[src/hw/rtl/tsq_pkg.sv]
// tsq_pkg: shared constants, operation codes and controller/datapath
// interface structs for the typed send queue. No dependencies.
package tsq_pkg;

  localparam int DEPTH = 10;
  localparam int CNT_W = $clog2(DEPTH + 1);
  localparam int IDX_W = $clog2(DEPTH);

  localparam logic [1:0] OP_ADD     = 2'd0;
  localparam logic [1:0] OP_POP     = 2'd1;
  localparam logic [1:0] OP_CLR_ALL = 2'd2;

  // Controller to datapath commands
  typedef struct packed {
    logic load;       // latch the incoming beat
    logic scan_clr;   // rewind the type search
    logic scan_inc;   // advance the type search
    logic drop_scan;  // drop the entry under the search pointer
    logic drop_head;  // drop the head entry
    logic append;     // append the latched entry at the tail
    logic clear;      // empty the queue
    logic result;     // capture the result flags
    logic accepted;   // accepted flag to capture
  } tsq_cmd_t;

  // Datapath to controller status
  typedef struct packed {
    logic scan_end;   // search pointer has reached the count
    logic match;      // entry under the pointer has the latched type
    logic full;
    logic empty;
  } tsq_sts_t;

endpackage

[src/hw/rtl/tsq_datapath.sv]
// tsq_datapath: entry registers, count, search pointer and result flags.
// Depends on tsq_pkg.
module tsq_datapath
  import tsq_pkg::*;
(
  input  logic           clk,
  input  logic           rst_n,
  input  tsq_cmd_t       cmd,
  input  logic [7:0]     in_entry_type,
  input  logic [15:0]    in_payload_handle,
  input  logic           in_remove_same_type,
  output tsq_sts_t       sts,
  output logic           res_accepted,
  output logic           res_start_send,
  output logic [7:0]     head_type,
  output logic [15:0]    head_payload,
  output logic [3:0]     entry_count
);

  logic [7:0]       type_r [DEPTH];
  logic [15:0]      pay_r  [DEPTH];
  logic [CNT_W-1:0] count_r, count_nxt;
  logic [CNT_W-1:0] idx_r;
  logic [7:0]       etype_r;
  logic [15:0]      handle_r;
  logic             before_zero_r;
  logic             acc_r, pulse_r;
  logic [CNT_W-1:0] drop_pos;
  logic             dropping;
  logic [CNT_W+3:0] count_ext;

  assign dropping = cmd.drop_scan | cmd.drop_head;
  assign drop_pos = cmd.drop_head ? '0 : idx_r;

  assign sts.scan_end = (idx_r >= count_r);
  assign sts.match    = (idx_r < count_r) && (type_r[idx_r[IDX_W-1:0]] == etype_r);
  assign sts.full     = (count_r == CNT_W'(DEPTH));
  assign sts.empty    = (count_r == '0);

  always_comb begin
    count_nxt = count_r;
    if (cmd.clear) begin
      count_nxt = '0;
    end else if (dropping) begin
      count_nxt = count_r - 1'b1;
    end else if (cmd.append) begin
      count_nxt = count_r + 1'b1;
    end
  end

  // Entry shift and append; storage holds no reset
  always_ff @(posedge clk) begin
    for (int j = 0; j < DEPTH; j++) begin
      if (dropping && (CNT_W'(j) >= drop_pos) && (j + 1 < DEPTH)) begin
        type_r[j] <= type_r[(j + 1) % DEPTH];
        pay_r[j]  <= pay_r[(j + 1) % DEPTH];
      end else if (cmd.append && (count_r == CNT_W'(j))) begin
        type_r[j] <= etype_r;
        pay_r[j]  <= handle_r;
      end
    end
    if (cmd.load) begin
      etype_r       <= in_entry_type;
      handle_r      <= in_payload_handle;
      before_zero_r <= !in_remove_same_type || (count_r == '0);
    end
    if (cmd.result) begin
      acc_r   <= cmd.accepted;
      pulse_r <= cmd.append && (count_r == '0) && before_zero_r;
    end
  end

  always_ff @(posedge clk) begin
    if (!rst_n) begin
      count_r <= '0;
      idx_r   <= '0;
    end else begin
      count_r <= count_nxt;
      if (cmd.scan_clr) begin
        idx_r <= '0;
      end else if (cmd.scan_inc) begin
        idx_r <= idx_r + 1'b1;
      end
    end
  end

  assign count_ext      = {4'b0, count_r};
  assign entry_count    = count_ext[3:0];
  assign head_type      = (count_r != '0) ? type_r[0] : 8'd0;
  assign head_payload   = (count_r != '0) ? pay_r[0] : 16'd0;
  assign res_accepted   = acc_r;
  assign res_start_send = pulse_r;

endmodule

[src/hw/rtl/tsq_ctrl.sv]
// tsq_ctrl: operation sequencer for the typed send queue.
// Depends on tsq_pkg.
module tsq_ctrl
  import tsq_pkg::*;
(
  input  logic       clk,
  input  logic       rst_n,
  input  logic       start,
  input  logic [1:0] in_operation,
  input  logic       in_remove_same_type,
  input  tsq_sts_t   sts,
  output tsq_cmd_t   cmd,
  output logic       busy,
  output logic       out_valid
);

  localparam logic [1:0] ST_IDLE = 2'd0;
  localparam logic [1:0] ST_SCAN = 2'd1;
  localparam logic [1:0] ST_EXEC = 2'd2;

  logic [1:0] state_r, state_nxt;
  logic [1:0] op_r;
  logic       valid_r;
  logic       take;

  assign take = start && !busy;
  assign busy = (state_r != ST_IDLE);

  always_comb begin
    state_nxt = state_r;
    cmd       = '0;
    unique case (state_r)
      ST_IDLE: begin
        if (take) begin
          cmd.load     = 1'b1;
          cmd.scan_clr = 1'b1;
          state_nxt    = ((in_operation == OP_ADD) && in_remove_same_type) ? ST_SCAN : ST_EXEC;
        end
      end
      ST_SCAN: begin
        if (sts.scan_end) begin
          state_nxt = ST_EXEC;
        end else if (sts.match) begin
          cmd.drop_scan = 1'b1;
          state_nxt     = ST_EXEC;
        end else begin
          cmd.scan_inc = 1'b1;
        end
      end
      ST_EXEC: begin
        cmd.result = 1'b1;
        state_nxt  = ST_IDLE;
        unique case (op_r)
          OP_ADD: begin
            cmd.append   = !sts.full;
            cmd.accepted = !sts.full;
          end
          OP_POP: begin
            cmd.drop_head = !sts.empty;
            cmd.accepted  = 1'b1;
          end
          OP_CLR_ALL: begin
            cmd.clear    = 1'b1;
            cmd.accepted = 1'b1;
          end
          default: cmd.accepted = 1'b0;
        endcase
      end
      default: state_nxt = ST_IDLE;
    endcase
  end

  always_ff @(posedge clk) begin
    if (!rst_n) begin
      state_r <= ST_IDLE;
      valid_r <= 1'b0;
      op_r    <= OP_ADD;
    end else begin
      state_r <= state_nxt;
      valid_r <= (state_r == ST_EXEC);
      if (take) begin
        op_r <= in_operation;
      end
    end
  end

  assign out_valid = valid_r;

  a_take_busy: assert property (@(posedge clk) disable iff (!rst_n)
    take |=> busy) else $error("accepted beat did not raise busy");

  a_strobe_follows_exec: assert property (@(posedge clk) disable iff (!rst_n)
    out_valid |-> $past(state_r) == ST_EXEC) else $error("result strobe without execute");

  a_strobe_single: assert property (@(posedge clk) disable iff (!rst_n)
    out_valid |=> !out_valid) else $error("result strobe held over two cycles");

  a_one_shift: assert property (@(posedge clk) disable iff (!rst_n)
    !(cmd.drop_scan && (cmd.drop_head || cmd.append || cmd.clear)))
    else $error("conflicting queue updates");

endmodule

[src/hw/rtl/typed_send_queue.sv]
// typed_send_queue: ordered send queue of DEPTH typed entries; add (optionally
// dropping the oldest entry of the same type first), pop head, clear all.
// The result strobe follows the execute state; an add with same-type removal
// first walks the search state over the entries until one matches or the count
// is reached. One beat in flight; busy drops with the strobe.
// Sync active-low reset empties the queue, not the entries; receiver cannot stall.
module typed_send_queue
  import tsq_pkg::*;
(
  input  logic        clk,
  input  logic        rst_n,
  input  logic        start,
  output logic        busy,
  input  logic [1:0]  in_operation,
  input  logic [7:0]  in_entry_type,
  input  logic [15:0] in_payload_handle,
  input  logic        in_remove_same_type,
  output logic        out_valid,
  output logic        out_accepted,
  output logic [7:0]  out_head_type,
  output logic [15:0] out_head_payload,
  output logic [3:0]  out_entry_count,
  output logic        out_start_send
);

  tsq_cmd_t cmd;
  tsq_sts_t sts;

  // Sequencer: takes the beat, walks the type search one entry per cycle,
  // then issues the operation's queue update and raises the result strobe.
  tsq_ctrl u_ctrl (
    .clk                 (clk),
    .rst_n               (rst_n),
    .start               (start),
    .in_operation        (in_operation),
    .in_remove_same_type (in_remove_same_type),
    .sts                 (sts),
    .cmd                 (cmd),
    .busy                (busy),
    .out_valid           (out_valid)
  );

  // Datapath: entry registers with a parallel shift-down for removal, the
  // fill count, the search pointer and the captured result flags. Head and
  // count are read straight from the registers after the update.
  tsq_datapath u_dp (
    .clk                 (clk),
    .rst_n               (rst_n),
    .cmd                 (cmd),
    .in_entry_type       (in_entry_type),
    .in_payload_handle   (in_payload_handle),
    .in_remove_same_type (in_remove_same_type),
    .sts                 (sts),
    .res_accepted        (out_accepted),
    .res_start_send      (out_start_send),
    .head_type           (out_head_type),
    .head_payload        (out_head_payload),
    .entry_count         (out_entry_count)
  );

endmodule
[config.mk]
export PLATFORM = sky130hd
export DESIGN_NAME = typed_send_queue
export DESIGN_NICKNAME = d
export VERILOG_FILES = /design/src/hw/rtl/tsq_pkg.sv /design/src/hw/rtl/tsq_datapath.sv /design/src/hw/rtl/tsq_ctrl.sv /design/src/hw/rtl/typed_send_queue.sv
export SDC_FILE = /design/constraint.sdc
export NUM_CORES = 1
export LEC_CHECK = 0
export BUFFER_PORTS_ARGS = -buffer_cell sky130_fd_sc_hd__clkbuf_2
export CAP_MARGIN = 20
export CORE_MARGIN = 5
export CORE_UTILIZATION = 60
export DETAILED_ROUTE_END_ITERATION = 10
export PLACE_DENSITY = 0.75
export SYNTH_ARGS = -nofsm -noshare
export SYNTH_HDL_FRONTEND = slang
export SYNTH_SLANG_ARGS = --single-unit
[constraint.sdc]
create_clock -name clk -period 5.6 [get_ports clk]
set_input_delay 0 -clock clk [delete_from_list [all_inputs] [get_ports clk]]
set_output_delay 0 -clock clk [all_outputs]
set_load 0.01 [all_outputs]
==> flow_summary.toml <==
[clocking]
cts_max_path_buffers = 3
maximum_level_of_the_cts_h_tree = 1
cts.sink_count = 284
clk-insertion-delay-late_ns = 0.54
cts_tree = "yes"
ctsRootBufferMaster = "clkbuf_16"
cts_resized = 0
clkTransAtPathRegs_ns = 0.06
cts_made_buffers = 28

[worst_hold_path]
timing.hold.worst_path_depth = 2
hold_start = "in_payload_handle[6]"
hp-class = "in -> reg"
hold_end = "u_dp.handle_r[6]"

[worst_setup_path]
worst-setup-path-type = "reg -> reg"
cp_common_cell = "buf_4"
timing.critical_path.slowest_stage_cell = "dfxtp_2"
timing.critical_path.cells = "buf_4, mux2_2, o22ai_1, a221oi_1, xnor2_1, a31o_2, nand4_1, nor3_1, a211o_1, buf_4"
critical_path.top_delay_family = "compound AO/OA/AOI/OAI gates"
critPathCaptureType = "flop"
path_max_fanout = 25
crit_arrival_ns = 4.52
r2r_cell_count = 10
reg2reg_to = "u_dp.pay_r[0][5]"
r2r_setup_slack_ns = 1.31
timing.critical_path.from_type = "flop"
worst-endpoint-required_ns = 5.83
slowest_cell_delay_on_critical_path_ns = 0.82
cp.buffers_inverters = 2

[routing]
detail_route.wirelength_mm = 26.10
route.detailed.drc = 0
ant_nets = 0
via_total_after_detailed_routing = 7200
wl_per_cell_um = 21.77
dr.pass1.iters = 5
detail_route.iter0.violations = 489
route.detailed.vias_per_inst = 6.005

[synthesis]
synth-simple-area-share = 0.05134
post_synth_fa_ha_maj_area_fraction = 0.01267
ff_latch_count_synth = 284
synth_compound_gate_area_share = 0.03313
synth_cells = 795
count_of_yosys_warnings_during_synthesis = 0
synth_cell_type_count = 53
synth_top_family_by_area = "multiplexers"
syn_avg_cell_area_sq_um = 16.15
synthFlopType = "edfxtp_1"
synth_xor_xnor_area_share = 0.008184
synth.yosys.seq_area_share = 0.6508
synth_edf_count = 267
postSynth.asyncResetShare = 0
postSynthNetCount = 838
post_synthesis_mux_area_share = 0.2253
synth.cell_area_sq_um = 12840

[floorplan]
design.die.area_sq_um = 24430
design.core.area_sq_um = 21020
initial_utilization = 0.6109
die_h_um = 156.3
floorplan.die.width_um = 156.3
num_io_pins = 62
placement_rows = 53

[power_and_ir_drop]
pwr_density_cell_nw_per_um2 = 300.7
power_leakage_nw = 5.168
vdd.ir_drop.worst_v = 0.0002802

[timing]
final.setup_skew_ns = 0.01323
timing.final.crit_share = 0.7664
worst_pin_slew_ns = 0.9016
setup_viol = 0
sum_of_negative_setup_slack_ns = 0
final_report_hold_violation_count = 0
timing.hold.ws_ns = 0.1692
rsz0062_at_grt = "no"
slew_violations = 0
timing.fmax_mhz = 233.0
period_needed_ns = 4.292
max_slew_margin = 0.3943

[placement]
buffer_ports.inserted = 61
globalplace.congestion = 0.9308
dp_hpwl_mm = 17.17

[global_route]
grt_use_met2 = 0.3843
first_global_vias = 7541
grt.total_usage = 0.2149
grt_use_met3 = 0.02876
gr-max-usage-layer = "met2"
largest_net_degree_at_the_start_of_global_routing = 29
first_pass_grt_wire_length_mm = 41.21
number_of_antenna_violations_at_the_first_check_in_global_routing = 0
groute.layer.met1.usage = 0.2777
grt-ovfl-total = 0

[outcome]
outcome = "finished, final reports clean"

[finish]
area_delta_synth_final_pct = 15.02
fillers = 1392
multiInputGateArea_sq_um = 4268
ff_latch_area_sq_um = 8359
num_antenna_cells = 0
finalNetCount = 945
layout-drive-gt1-share = 0.4026

[flow_run]
drv_cap = 0
-- per-layer routing --
metal,vias up,part of all wire
met3,48,0.041
met4,0,0.025
met5,-,0
li1,3316,-
met1,3636,0.41
met2,200,0.53
-- worst reg2reg max path, cell delays in order, from the launching register on --
cell,delay (ns)
dfxtp_2,0.82
buf_4,0.35
mux2_2,0.37
o22ai_1,0.16
a221oi_1,0.09
xnor2_1,0.25
a31o_2,0.22
nand4_1,0.34
nor3_1,0.43
a211o_1,0.60
buf_4,0.35
-- Yosys cell counts, drive strengths merged (2+ instances only) --
cell / instances / area share
edfxtp: 267 / 0.62
mux2: 226 / 0.20
clkbuf: 35 / 0.010
and2: 28 / 0.014
mux2i: 28 / 0.022
nand2: 20 / 0.0058
nor2: 18 / 0.0053
dfxtp: 17 / 0.027
a21oi: 13 / 0.0051
ha: 13 / 0.013
inv: 13 / 0.0038
nand3: 11 / 0.0043
nor2b: 8 / 0.0039
xnor2: 8 / 0.0055
and3: 7 / 0.0034
nand4: 7 / 0.0034
nor3: 7 / 0.0027
a31oi: 6 / 0.0029
o21ai: 6 / 0.0023
buf: 5 / 0.0046
a21o: 4 / 0.0023
nor4: 4 / 0.0031
o22ai: 4 / 0.0019
xor2: 4 / 0.0027
a221oi: 3 / 0.0020
mux4: 3 / 0.0053
nand2b: 3 / 0.0017
o211ai: 3 / 0.0018
a211o: 2 / 0.0014
a31o: 2 / 0.0014
o221ai: 2 / 0.0014
o311ai: 2 / 0.0014
o31ai: 2 / 0.0022
or4: 2 / 0.0015
-- cell families (layout without fill, tap and decap cells) --
| family | count (synthesis) | count (layout) |
|---|---|---|
| AO/OA/AOI/OAI | 57 | 57 |
| XOR/XNOR | 12 | 12 |
| adder cells (fa/ha/maj) | 13 | 13 |
| buffers and inverters | 53 | 182 |
| flip-flops | 284 | 284 |
| multiplexers | 257 | 257 |
| AND/OR/NAND/NOR | 119 | 119 |
-- power by group --
part           total [mW]  internal (mW)  switching (mW)
Clock                1.90           1.13           0.767
Sequential           2.38           2.34          0.0417
Combinational       0.169         0.0778          0.0909
-- worst max path at each step --
stage	from	to	slack [ns]	cells after the start
CTS	flop	u_dp.pay_r[0][12]	1.33	9
detailed placement	flop	u_dp.pay_r[0][5]	1.33	9
global route	flop	u_dp.pay_r[0][5]	1.04	9
global placement	flop	u_dp.pay_r[0][7]	1.51	9
finish	flop	u_dp.pay_r[0][5]	1.31	10
floorplan	u_dp.entry_count[2]	u_dp.pay_r[4][0]	0.97	9
-- what timing repair did --
action	CTS	global route
hold endpoints to repair	41	0
endpoints found under the setup margin	0	0
setup buffers	0	0
hold buffers	32	0
-- state kept, by name (all words and copies together), names as in the netlist, 2 cells and up, named ones only --
signal,flops
u_dp.entry_count,4
u_dp.etype_r,8
u_ctrl.op_r,2
u_ctrl.state_r,2
u_dp.pay_r,160
u_dp.type_r,80
u_dp.idx_r,4
u_dp.handle_r,16
-- cell usage in the layout, fill, tap and decap left out, types with 4 or more instances in the layout --
master	n
nand3_1	10
dfxtp_1	16
nand4_1	7
nor3_1	7
clkbuf_2	61
o22ai_1	4
a21oi_1	13
ha_1	13
inv_1	13
nor2_1	17
nor2b_1	8
a21o_1	4
edfxtp_1	267
and2_1	28
clkbuf_16	28
clkbuf_1	8
xor2_1	4
xnor2_1	8
o21ai_2	4
mux2_2	226
clkbuf_8	5
nand2_1	20
mux2i_1	28
and3_1	7
buf_4	24
dlygate4sd3_1	32
a31oi_1	6
-- stage by stage --
step	util	total power [mW]	cell area (sq um)	instances	worst slack, ns
2_1_floorplan	-	2.501	12840	795	0.9741
3_3_place_gp	0.6425	2.567	13510	1115	1.515
3_5_place_dp	0.6425	2.574	13510	1115	1.334
4_1_cts	0.7027	4.476	14770	1199	1.327
5_1_grt	0.7027	4.591	14770	1199	1.039
6_report	0.7027	4.442	14770	1199	1.308
-- cell type report --
cell class	count	share of cell area
Clock buffer	41	0.05412
Clock inverter	11	0.009910
Inverter	13	0.003303
Multi-Input combinational cell	458	0.2889
Sequential cell	284	0.5659
Tap cell	275	0.02329
Timing Repair Buffer	117	0.05455
(Power assumes the default switching activity.)
